**config.mk**
```make
export PLATFORM = sky130hd
export DESIGN_NAME = sfrc_word_cell
export DESIGN_NICKNAME = d
export VERILOG_FILES = /design/src/sfrc_pkg.sv /design/src/sfrc_word_cell.sv
export SDC_FILE = /design/constraint.sdc
export NUM_CORES = 1
export LEC_CHECK = 0
export BUFFER_PORTS_ARGS = -buffer_cell sky130_fd_sc_hd__buf_2
export CAP_MARGIN = 10
export CORE_UTILIZATION = 43
export DETAILED_ROUTE_END_ITERATION = 8
export PLACE_DENSITY = 0.86
export SETUP_SLACK_MARGIN = 0.1
export SYNTH_ARGS = -nofsm -noshare
export SYNTH_HDL_FRONTEND = slang
export SYNTH_SLANG_ARGS = --single-unit
```
**constraint.sdc**
```tcl
create_clock -name clk -period 1.2 [get_ports clk]
set_input_delay 0.12 -clock clk [delete_from_list [all_inputs] [get_ports clk]]
set_output_delay 0.12 -clock clk [all_outputs]
set_load 0.005 [all_outputs]
```
**src/sfrc_pkg.sv**
```systemverilog
// types and constants of the serial frame receiver
// no dependencies
package sfrc_pkg;

	localparam int WIN_LEN = 41;
	localparam int NUM_CH  = 9;
	localparam int CH_W    = 4;
	localparam int CNT_W   = 7;

	localparam logic [7:0] HDR_B0    = 8'hFF;
	localparam logic [7:0] HDR_B1    = 8'h55;
	localparam logic [7:0] HDR_B2    = 8'hAA;
	localparam logic [7:0] KIND_DATA = 8'h10;
	localparam logic [7:0] KIND_CMD  = 8'h77;

	localparam logic [31:0]     POS_MAX = 32'h7FFF_FFFF;
	localparam logic [CH_W-1:0] LAST_CH = CH_W'(NUM_CH - 1);

	typedef struct packed {
		logic [7:0] rx_byte;
	} in_item_t;

	typedef struct packed {
		logic [CH_W-1:0]    channel;
		logic signed [31:0] value;
		logic               last;
	} out_item_t;

	// control handed to the word cells of the output chain
	typedef struct packed {
		logic load;
		logic shift;
	} word_ctl_t;

endpackage

```
**src/sfrc_word_cell.sv**
```systemverilog
// one channel word cell of the output shift chain
// depends on sfrc_pkg
module sfrc_word_cell
	import sfrc_pkg::*;
(
	input  logic               clk,
	input  word_ctl_t          ctl,
	input  logic [31:0]        raw_word,
	input  logic signed [31:0] next_value,
	output logic signed [31:0] value
);
	logic signed [31:0] value_q;
	logic [31:0]        conv;

	// sign quirk: words above the positive max fold as max minus word
	always_comb begin
		if (raw_word > POS_MAX) begin
			conv = POS_MAX - raw_word;
		end else begin
			conv = raw_word;
		end
	end

	// load a whole frame or move one place toward the output
	always_ff @(posedge clk) begin
		if (ctl.load) begin
			value_q <= signed'(conv);
		end else if (ctl.shift) begin
			value_q <= next_value;
		end
	end

	assign value = value_q;
endmodule

```
-- Word level (Yosys, flattened, before mapping)
Cells that the tools add are included.
W data, S select, Z words.
- register bits: 32
- bits of input ports: 67
- output and inout port bits: 32
- word-level logic and storage cells: 7
- add/sub/neg operators: 1
- order comparisons: 1
- multiplexer cells: 3
- reductions and logical operators: 1
- operator list (cell ; number):
    $mux W32 ; 3
    $gt A32 B31 Y1 const B ; 1
    $sub A31 B32 Y32 const A ; 1
    $reduce_bool A2 Y1 ; 1

-- Depth between registers and ports, before layout
- depth after elaboration: 3
- depth in mapped cells: 4
- mapped depth without buffers: 2

-- Worst setup path after synthesis
OpenSTA, ideal clock, no wires.
- path type: in2reg
- start: input port ctl[1] (netlist bit)
- end: register value_q[0] (netlist: value[0]) (enable)
- library setup time: 0.329 ns
- arrival: 0.780 ns
- required time: 0.871 ns
- path slack: 0.091 ns
- stages: 2
- buffers on the path: 1
- cell sequence: buf_4 or2_2
- longest elaborated chain between the ends: 1
- RTL lines (element ; RTL line ; source):
    start, declared ; sfrc_word_cell.sv:7 ; input word_ctl_t ctl,
    $reduce_bool A2 Y1 (no source line) ; -- ;
    end signal, assigned ; sfrc_word_cell.sv:27 ; value_q <= signed'(conv);
    end signal, assigned ; sfrc_word_cell.sv:29 ; value_q <= next_value;
    end, declared ; sfrc_word_cell.sv:12 ; logic signed [31:0] value_q;
No other way between the ends.
A chain may end at the register's enable or synchronous reset.

-- Worst setup path after layout
- start: register value_q[7] (netlist: value[7])
- end: output port value[7]
- RTL lines (element ; RTL line ; source):
    end, declared ; sfrc_word_cell.sv:10 ; output logic signed [31:0] value
No word-level cell between the ends.

==> reports/results.tsv <==
stage	metric	value	unit
outcome	status	finished, final reports clean	
floorplan	dieArea	0.004035	mm2
drt	num_vias	1303	
sta	max_freq	1083	MHz
finish	drive_above_1_share	0.4619	
global_routing	grt_usage	0.1786	
critical_path	end_kind	primary output	
drt	dr.pass1.iters	4	
place	post-place-ws	0.1553	ns
synth	synthTopCellsByArea	edfxtp_1 59%, xnor2_1 17%, a21oi_1 9.5%	
finish	seqCellArea	960.9	um2
finish	multi_input_area	563.0	um2
finish	finalNonFillerCells	282	
finish	largest_register_ffs	32	
place	place.gp.congestion	0.7308	
drt	wire_per_inst	12.16	um
clocking	cts_tree	yes	
synth	ys_warn_count	0	
global_routing	grt_max_degree	36	
floorplan	die_x	63.53	um
critical_path	worstPathMaxFanout	1	
synth	ys_seq_area_frac	0.5903	
worst_hold_path	whs_endpoint	value[31]$_DFFE_PP_	
drt	routed_wl	3.428	mm
clocking	cts_made_buffers	5	
drt	drt_iter0_markers	31	
drt	ant_nets	0	
drt	routed_via_density	4.621	
place	portBuffers	98	
clocking	cts-root-buf	clkbuf_8	
critical_path	path_delay_family	flip-flops	
clocking	cts_hold_buf	0	
critical_path	worstPathCellList	buf_2	
finish	syn2layout_area_growth	34.59	%
finish	n_fill_cell	313	
critical_path	startpoint_type	flip-flop	
place	place_inst	275	
critical_path	critPathBufInv	1	
clocking	post-cts-setup-buffers	0	
sta	slew_violations	0	
sta	setup_viol	0	
clocking	cts.sinks	32	
synth	ys_types	11	
synth	synth_nets	205	
global_routing	grt_pass1_wl	5.271	mm
worst_hold_path	hp-start	next_value[31]	
sta	grt_setup_unrepaired	false	
sta	hold_viol	0	
sta	period_needed	0.9235	ns
floorplan	num_rows	21	
floorplan	core	0.003468	mm2
floorplan	initial_core_util	0.4693	
pwr	total_power	2.693	mW
synth	avgSynthCellArea	11.80	um2
sta	setup_slack	0.2765	ns
flow_run	cap_violations	0	
synth	syn_inst	138	
global_routing	first_global_vias	1222	
sta	min_period_over_period	0.7696	
clocking	cts_resized	0	
critical_path	slowest_delay	0.39	ns
worst_hold_path	hold_path_class	in2reg	
global_routing	gr-total-overflow	0	
pwr	peakVddDrop	0.0008071	V
critical_path	setup.worst_path.class	reg2out	
clocking	h-tree-depth	2	
place	dpl.hpwl	2.600	mm
critical_path	arrival	0.80	ns
synth	yosysTopAreaCell	edfxtp_1	
sta	relSlewSlack	0.7220	
finish	antenna_cells	0	
pwr	power_leakage	0.9423	nW
synth	syn_area	0.001628	mm2
clocking	cts_buffer_depth	2	
sta	final.setup.tns	0	ns
synth	netlist.area_leader.share	0.5903	
clocking	cts.clk_slew.worst_paths	0.06	ns
synth	ys_seq_elements	32	
worst_hold_path	whs_path_depth	2	
critical_path	cp_data_required_time	1.08	ns
drt	drc	0	
pwr	p_per_area	1229	mW/mm2
floorplan	io_pins	99	
global_routing	antenna_found_initial	0	
finish	fin_nets	303	
floorplan	fp.dieH	63.53	um
critical_path	cp_slowest_cell	edfxtp_1	
sta	worstMarginPinSlew	0.4170	ns
==> worst max path at each step <==
stage                                  start                  end  depth (start not counted)
after floorplan                       ctl[1]   value[0]$_DFFE_PP_                          2
after global placement                ctl[1]  value[20]$_DFFE_PP_                          2
after detailed placement              ctl[1]  value[16]$_DFFE_PP_                          2
after CTS                 value[9]$_DFFE_PP_             value[9]                          1
after global routing      value[7]$_DFFE_PP_             value[7]                          1
final                     value[7]$_DFFE_PP_             value[7]                          1
==> synth_stat cells <==
library cell / instances
buf_6: 1
xnor2_1: 31
or2_2: 1
nor2_1: 31
mux2_2: 1
clkbuf_1: 2
a21oi_1: 31
buf_4: 1
edfxtp_1: 32
buf_12: 3
buf_2: 4
==> metal layers <==
layer	up-vias	track usage	wire [um]
met4	0	0.1222	113
met2	56	0.3231	1832
met1	574	0.1852	1306
li1	664	-	-
met5	-	0	0
met3	9	0.03080	175
==> final cells by class <==
type                            instances  area share
Clock buffer                            5     0.03141
Clock inverter                          2    0.003427
Multi-Input combinational cell         95      0.2570
Sequential cell                        32      0.4386
Tap cell                               46     0.02627
Timing Repair Buffer                  102      0.2433
==> power breakdown <==
group / switching [mW] / internal [mW] / leakage, nW
Sequential: 0.0341 / 1.40 / 0.322
Clock: 0.342 / 0.381 / 0.0391
Combinational: 0.253 / 0.287 / 0.581
==> cell families after synthesis <==
group / share of synthesized area
AO/OA/AOI/OAI: 0.09531
flip-flops: 0.5903
XOR/XNOR: 0.1668
multiplexers: 0.006917
AND/OR/NAND/NOR: 0.07533
buffers and inverters: 0.06534
==> placed cells by master (no fill, tap or decap) <==
| cell type | instances |
|---|---|
| xnor2_1 | 31 |
| clkinv_1 | 2 |
| buf_4 | 3 |
| edfxtp_1 | 32 |
| buf_12 | 1 |
| nor2_1 | 31 |
| or2_4 | 1 |
| clkbuf_8 | 5 |
| mux2_2 | 1 |
| a21oi_1 | 31 |
| buf_2 | 98 |
==> stage by stage <==
stage	hold slack (ns)	area (um2)	utilization
6_report	0.1574	2191	0.6317
5_1_grt	0.1490	2191	0.6317
4_1_cts	0.1518	2191	0.6317
3_5_place_dp	0.4339	2115	0.6097
3_3_place_gp	0.4387	2115	0.6097
2_1_floorplan	0.3398	1630	-
No activity file was read; power rests on OpenSTA's default activity.
