File: config.mk
export PLATFORM = sky130hd
export DESIGN_NAME = sfrc_byte_cell
export DESIGN_NICKNAME = d
export VERILOG_FILES = /design/src/sfrc_byte_cell.sv
export SDC_FILE = /design/constraint.sdc
export NUM_CORES = 1
export LEC_CHECK = 0
export ABC_AREA = 1
export ABC_CLOCK_PERIOD_IN_PS = 870
export BUFFER_PORTS_ARGS = -buffer_cell sky130_fd_sc_hd__buf_4
export CORE_AREA = 2 2 39 41
export DETAILED_ROUTE_END_ITERATION = 8
export DIE_AREA = 0 0 41 43
export GPL_ROUTABILITY_DRIVEN = 1
export PLACE_DENSITY_LB_ADDON = 0.15
export REMOVE_ABC_BUFFERS = 1
export SYNTH_ARGS = -nofsm -noshare
export SYNTH_HDL_FRONTEND = slang
export SYNTH_SLANG_ARGS = --single-unit
File: constraint.sdc
create_clock -name clk -period 0.87 [get_ports clk]
set_clock_uncertainty 0.1 [all_clocks]
set_input_delay 0.087 -clock clk [delete_from_list [all_inputs] [get_ports clk]]
set_output_delay 0.087 -clock clk [all_outputs]
set_load 0.1 [all_outputs]
File: src/sfrc_byte_cell.sv
// one byte cell of the receive window shift chain
// no dependencies
module sfrc_byte_cell (
	input  logic       clk,
	input  logic       arst_n,
	input  logic       en,
	input  logic [7:0] d,
	output logic [7:0] q
);
	logic [7:0] byte_q;

	// take the byte at d whenever en is high
	always_ff @(posedge clk or negedge arst_n) begin
		if (!arst_n) begin
			byte_q <= '0;
		end else if (en) begin
			byte_q <= d;
		end
	end

	assign q = byte_q;
endmodule

Yosys cells after proc, flatten, opt, wreduce, memory -nomap -nowiden:

Cells that the tools add are included.

* flip-flop bits (word level): 8
* output and inout port bits: 8
* word-level logic and storage cells: 1

Logic depth before layout (Yosys ltp):

Gate-level depths: netlist (run 1).

* word-level depth: 0
* depth in mapped cells: 4
* gate-level depth less buffers: 3

Worst setup path after synthesis (run 1):

No wires, ideal clock.

* kind: flip-flop to flip-flop
* start: register, netlist name q[0]
* end: register byte_q[0], in the netlist q[0]
* setup time: 0.067 ns
* arrival: 1.079 ns
* setup slack: -0.376 ns
* stages on the path, launching flop included: 3
* buffers on the path: 0
* clock period less this slack: 1.246 ns
* cell sequence: dfrtp_1 > nand2_1 > nand2_1

RTL lines
* to (signal assigned): RTL line 15 `byte_q <= '0;`
* to (signal assigned): RTL line 17 `byte_q <= d;`
* to (decl): RTL line 10 `logic [7:0] byte_q;`

Worst setup path in the final report (run 1):

* start: register byte_q[2], in the netlist q[2]
* end: output q[2]

RTL lines
* to (decl): RTL line 8 `output logic [7:0] q`

No word-level cell between the ends.

==> results of run 1 <==
-- metrics by stage --
stage	cell area [um2]	utilization	total power [W]
2_1_floorplan	294.0	-	0.0007050
3_3_place_gp	449.2	0.3246	0.0008168
4_1_cts	661.9	0.4783	0.001230
3_5_place_dp	449.2	0.3246	0.0008185
6_report	709.4	0.5127	0.001251
5_1_grt	709.4	0.5127	0.001323
-- cells in the final DEF, fill, tap and decap left out, drive strengths merged --
| cell type | Yosys | final |
|---|---|---|
| buf | 1 | 24 |
| clkbuf | 0 | 3 |
| dfrtp | 8 | 8 |
| dlygate4sd3 | 0 | 9 |
| inv | 1 | 1 |
| nand2 | 24 | 24 |
-- layout make-up --
| class | instances | area share |
|---|---|---|
| clock buffer | 3 | 0.03175 |
| inverter | 1 | 0.005291 |
| multi-input combinational | 24 | 0.1305 |
| sequential | 8 | 0.2822 |
| tap | 16 | 0.02822 |
| timing repair buffer | 33 | 0.5220 |
-- routing by layer --
layer | global-route usage | vias to the layer above | share of wire | wire length, um
met4 | 0.04000 | 0 | 0 | 0
met1 | 0.1056 | 137 | 0.39 | 290
li1 | - | 174 | - | -
met3 | 0.04712 | 0 | 0.063 | 47
met5 | 0 | - | 0 | 0
met2 | 0.1438 | 10 | 0.54 | 405
-- cell families after synthesis --
group,after synthesis,synth area share
and+or+nand+nor,24,0.2951
DFF,8,0.6557
buffers and inverters,2,0.04917
-- synthesized netlist by cell type, drive strengths merged --
| cell | count |
|---|---|
| nand2 | 24 |
| dfrtp | 8 |
| inv | 1 |
| buf | 1 |
-- worst max path at each step --
stage               startpoint  endpoint  slack [ns]  cells past startpoint
detailed placement        q[1]      q[1]        0.05                      1
global placement          q[2]      q[2]        0.06                      1
global route              q[2]      q[2]       -0.18                      1
CTS                       q[1]      q[1]       -0.16                      1
floorplan                 q[0]      q[0]       -0.38                      2
finish                    q[2]      q[2]       -0.15                      1
-- timing repair --
item | 4_1_cts | 5_1_grt
pin swaps | 0 | 0
setup buffers | 2 | 4
gates resized for setup | 21 | 4
setup endpoints to repair | 8 | 8
hold buffers | 9 | 0
hold endpoints to repair | 16 | 0
-- power by group through the flow --
stage / Clock, W / Combinational [W] / Sequential [W]
6_report: 0.000271 / 0.000540 / 0.000440
3_5_place_dp: 0 / 0.000390 / 0.000429
5_1_grt: 0.000318 / 0.000563 / 0.000441
2_1_floorplan: 0 / 0.0000330 / 0.000672
4_1_cts: 0.000289 / 0.000503 / 0.000439
3_3_place_gp: 0 / 0.000389 / 0.000428
==> impl_metrics.toml, run 1 <==
[pwr]
ir_drop_mv = 0.7210
cellPowerDensity_mw_per_mm2 = 1763
p_int_w = 0.0007879
clkPwrFrac = 0.217
switching_power_w = 0.0004627
combPwrFrac = 0.431
seq_power_share = 0.352
leakagePower_nw = 0.3737
sw_frac_of_total = 0.3700

[worst_setup_path]
reg2reg_setup_slack_ns = 0.02
reg2reg_from = "q[1]"
critPathTopFamily = "flip-flops"
criticalPathCategory = "reg -> out"
cp_num_buf_inv = 1
slowest_delay_ns = 0.40
timing.rr.end = "q[1]"
start_kind = "flip-flop"
critical_path_arrival_ns = 0.83
critPathRequiredTime_ns = 0.68
cpMaxStageDelayCell = "dfrtp_1"
worst_r2r_path_depth = 3
worstPathCellList = "buf_12"
path_max_fanout = 2
end_kind = "primary output"

[global_routing]
grt_max_degree = 10
grt_first_pass_wirelength_um = 1076
antenna_found_initial = 0
overflow = 0
grtUsageTotal = 0.09413
grt_pass1_vias = 285

[final_layout]
drive_above_1_share = 0.4203
largest_reg_flops = 8
seq_area_um2 = 200.2
n_fill_cell = 137
diodes = 0
area_growth_pct = 132.4
layoutNonFillerInstCount = 85
multi_input_area_um2 = 92.59
nNetsFinal = 82

[run_status]
outcome = "finished, violations left"
violations = "negative setup slack"

[synth]
ys_warn_count = 0
synth_cell_types = 4
yosys.area.top_type = "dfrtp_1"
avgSynthCellArea_um2 = 8.979
synth_area_leaders = "dfrtp_1 (66%), nand2_1 (30%), buf_6 (3.7%)"
synth_top_cell_area_share = 0.6557
netlist_instances = 34
ys_ff_latch = 8
synth_area_um2 = 305.3
ys_seq_area_frac = 0.6557

[floorplanning]
rows = 14
core_area_mm2 = 0.001384
fp.dieArea_mm2 = 0.001763
start_util = 0.2206
io_pins = 19
die_h_um = 43
die_w_um = 41

[cts]
cts_tree = "yes"
cts.htree.levels = 1
cts_buffers = 3
cts_sinks = 8
clk_latency_ns = 0.24
clk_pin_slew_ns = 0.05
cts-root-buf = "clkbuf_4"
clockBufferDepth = 2

[timing]
max_freq_ghz = 0.9832
fin_crit_ns = 1.017
rsz0062_at_grt = "yes"
finalSetupTns_ns = -1.138
period_share = 1.169
relSlewSlack = 0.9008
setup_viol = 8
hold_ws_ns = 0.01758
setup_ws_ns = -0.1471
hold_viol = 0
worst_pin_slew_ns = 0.1485
slew_viol_final = 0

[min_path]
min_from = "en"
holdPathEnd = "q[0]"
hold_class = "in -> reg"
hold-path-cell-count = 3

[placed_design]
dpl_worst_slack_ns = 0.05375
io_buffer_count = 18
dp.cells = 67
place_congestion = 0.6310

[detailed_routing]
drtPass1Iterations = 1
drc = 0
ant_nets = 0
drt-initial-drc-count = 0
viasPerCell = 3.776
dr_total_vias = 321
detail_route.wl_per_cell_um = 8.753
drt-total-wl_um = 744

[run]
max-cap-violations = 0
(Power assumes the default switching activity.)
==> inputs of run 2 (changes only) <==
--- a/config.mk
+++ b/config.mk
@@ -12,7 +12,7 @@
 export DETAILED_ROUTE_END_ITERATION = 8
 export DIE_AREA = 0 0 41 43
 export GPL_ROUTABILITY_DRIVEN = 1
-export PLACE_DENSITY_LB_ADDON = 0.15
+export PLACE_DENSITY = 0.52
 export REMOVE_ABC_BUFFERS = 1
 export SYNTH_ARGS = -nofsm -noshare
 export SYNTH_HDL_FRONTEND = slang
==> impl_metrics.toml, run 2 (synthesized netlist as in run 1, its figures left out) <==
[worst_setup_path]
slowest_delay_ns = 0.41
critPathTopFamily = "flip-flops"
path_max_fanout = 2
cpMaxStageDelayCell = "dfrtp_1"
critPathRequiredTime_ns = 0.68
critical_path_arrival_ns = 0.85
worstPathCellList = "buf_12"
criticalPathCategory = "reg -> out"
end_kind = "primary output"
cp_num_buf_inv = 1
start_kind = "flip-flop"
reg2reg_setup_slack_ns = 0.13

[pwr]
sw_frac_of_total = 0.3844
combPwrFrac = 0.409
leakagePower_nw = 0.3437
ir_drop_mv = 0.6535
clkPwrFrac = 0.234
seq_power_share = 0.357
cellPowerDensity_mw_per_mm2 = 1864
switching_power_w = 0.0004744
p_int_w = 0.0007595

[detailed_routing]
drtPass1Iterations = 2
drt-total-wl_um = 797
ant_nets = 0
detail_route.wl_per_cell_um = 10.09
drt-initial-drc-count = 3
drc = 0
viasPerCell = 4.038
dr_total_vias = 319

[placed_design]
place_congestion = 0.6502
dp_hpwl_um = 514
place_area_um2 = 449.2
dp.cells = 67
io_buffer_count = 18

[cts]
clk_latency_ns = 0.25
clk_pin_slew_ns = 0.06
cts_setup_buffers = 0
cts.htree.levels = 1
clockBufferDepth = 2
cts-root-buf = "clkbuf_4"
cts_sinks = 8
cts_tree = "yes"
cts_buffers = 3

[global_routing]
antenna_found_initial = 0
grt_max_degree = 10
grt_first_pass_wirelength_um = 1283
grt_pass1_vias = 332
grtUsageTotal = 0.1135
overflow = 0

[run_status]
violations = "negative setup slack"
outcome = "finished, violations left"

[final_layout]
largest_reg_flops = 8
layoutNonFillerInstCount = 79
n_fill_cell = 146
multi_input_area_um2 = 90.09
mostFrequentLayoutCell = "nand2_1"
seq_area_um2 = 200.2
final_area_um2 = 661.9
nNetsFinal = 76
drive_above_1_share = 0.3492
area_growth_pct = 116.8
final_cell_mix = "nand2_1 (24), buf_4 (10), dlygate4sd3_1 (9)"
diodes = 0

[timing]
hold_ws_ns = 0.009954
period_share = 1.187
worst_pin_slew_ns = 0.1428
slew_viol_final = 0
fin_crit_ns = 1.033
hold_viol = 0
relSlewSlack = 0.9047
setup_ws_ns = -0.1630
rsz0062_at_grt = "yes"
max_freq_ghz = 0.9681
setup_viol = 8

[floorplanning]
core_area_mm2 = 0.001384
fp.dieArea_mm2 = 0.001763
rows = 14
io_pins = 19
die_h_um = 43
die_w_um = 41
start_util = 0.2206

[run]
max-cap-violations = 0

[min_path]
hold_class = "in -> reg"
[run 2: area by class of cell]
type / instances / area share
flip-flops and latches: 8 / 0.3025
multi-input cells: 24 / 0.1361
clock buffers: 3 / 0.03403
inverters: 1 / 0.005671
well taps: 16 / 0.03025
repair buffers: 27 / 0.4915
[run 2: routing by layer]
metal  track usage  share of wire  routed length (um)  vias up
met5             0              0                   0        -
met4       0.08000              0                   0        0
met3       0.03141          0.044                  35        0
met2        0.1813           0.58                 464        7
met1        0.1192           0.37                 296      152
li1              -              -                   -      160
[run 2: worst paths after layout]
| check | cells after the start | end | start |
|---|---|---|---|
| worst max-delay path | 1 | q[7] | q[7] |
| worst min register to register | 2 | q[1] | q[1] |
| worst max register to register | 2 | q[4] | q[4] |
| worst min-delay path | 3 | q[5] | en |
| max in group asynchronous | 2 | q[1] | arst_n |
| min in group asynchronous | 2 | q[3] | arst_n |
[run 2: repair_timing]
| item | in CTS | in global routing |
|---|---|---|
| setup endpoints to repair | 8 | 8 |
| hold buffers | 9 | 0 |
| hold endpoints to repair | 16 | 0 |
| resized for setup | 19 | 5 |
[run 2: through the flow]
stage	util	setup TNS, ns	worst slack [ns]	power, W
2_1_floorplan	-	-4.723	-0.3756	0.0007050
3_3_place_gp	0.3246	0	0.06535	0.0008159
3_5_place_dp	0.3246	0	0.05876	0.0008185
4_1_cts	0.4602	-1.307	-0.1676	0.001222
5_1_grt	0.4783	-1.391	-0.1868	0.001278
6_report	0.4783	-1.225	-0.1630	0.001234
[run 2: power by group through the flow]
stage               clock network (W)  registers (W)   logic, W
detailed placement                  0       0.000429   0.000390
CTS                          0.000303       0.000437   0.000483
global route                 0.000309       0.000444   0.000526
finish                       0.000288       0.000441   0.000505
global placement                    0       0.000427   0.000389
floorplan                           0       0.000672  0.0000330
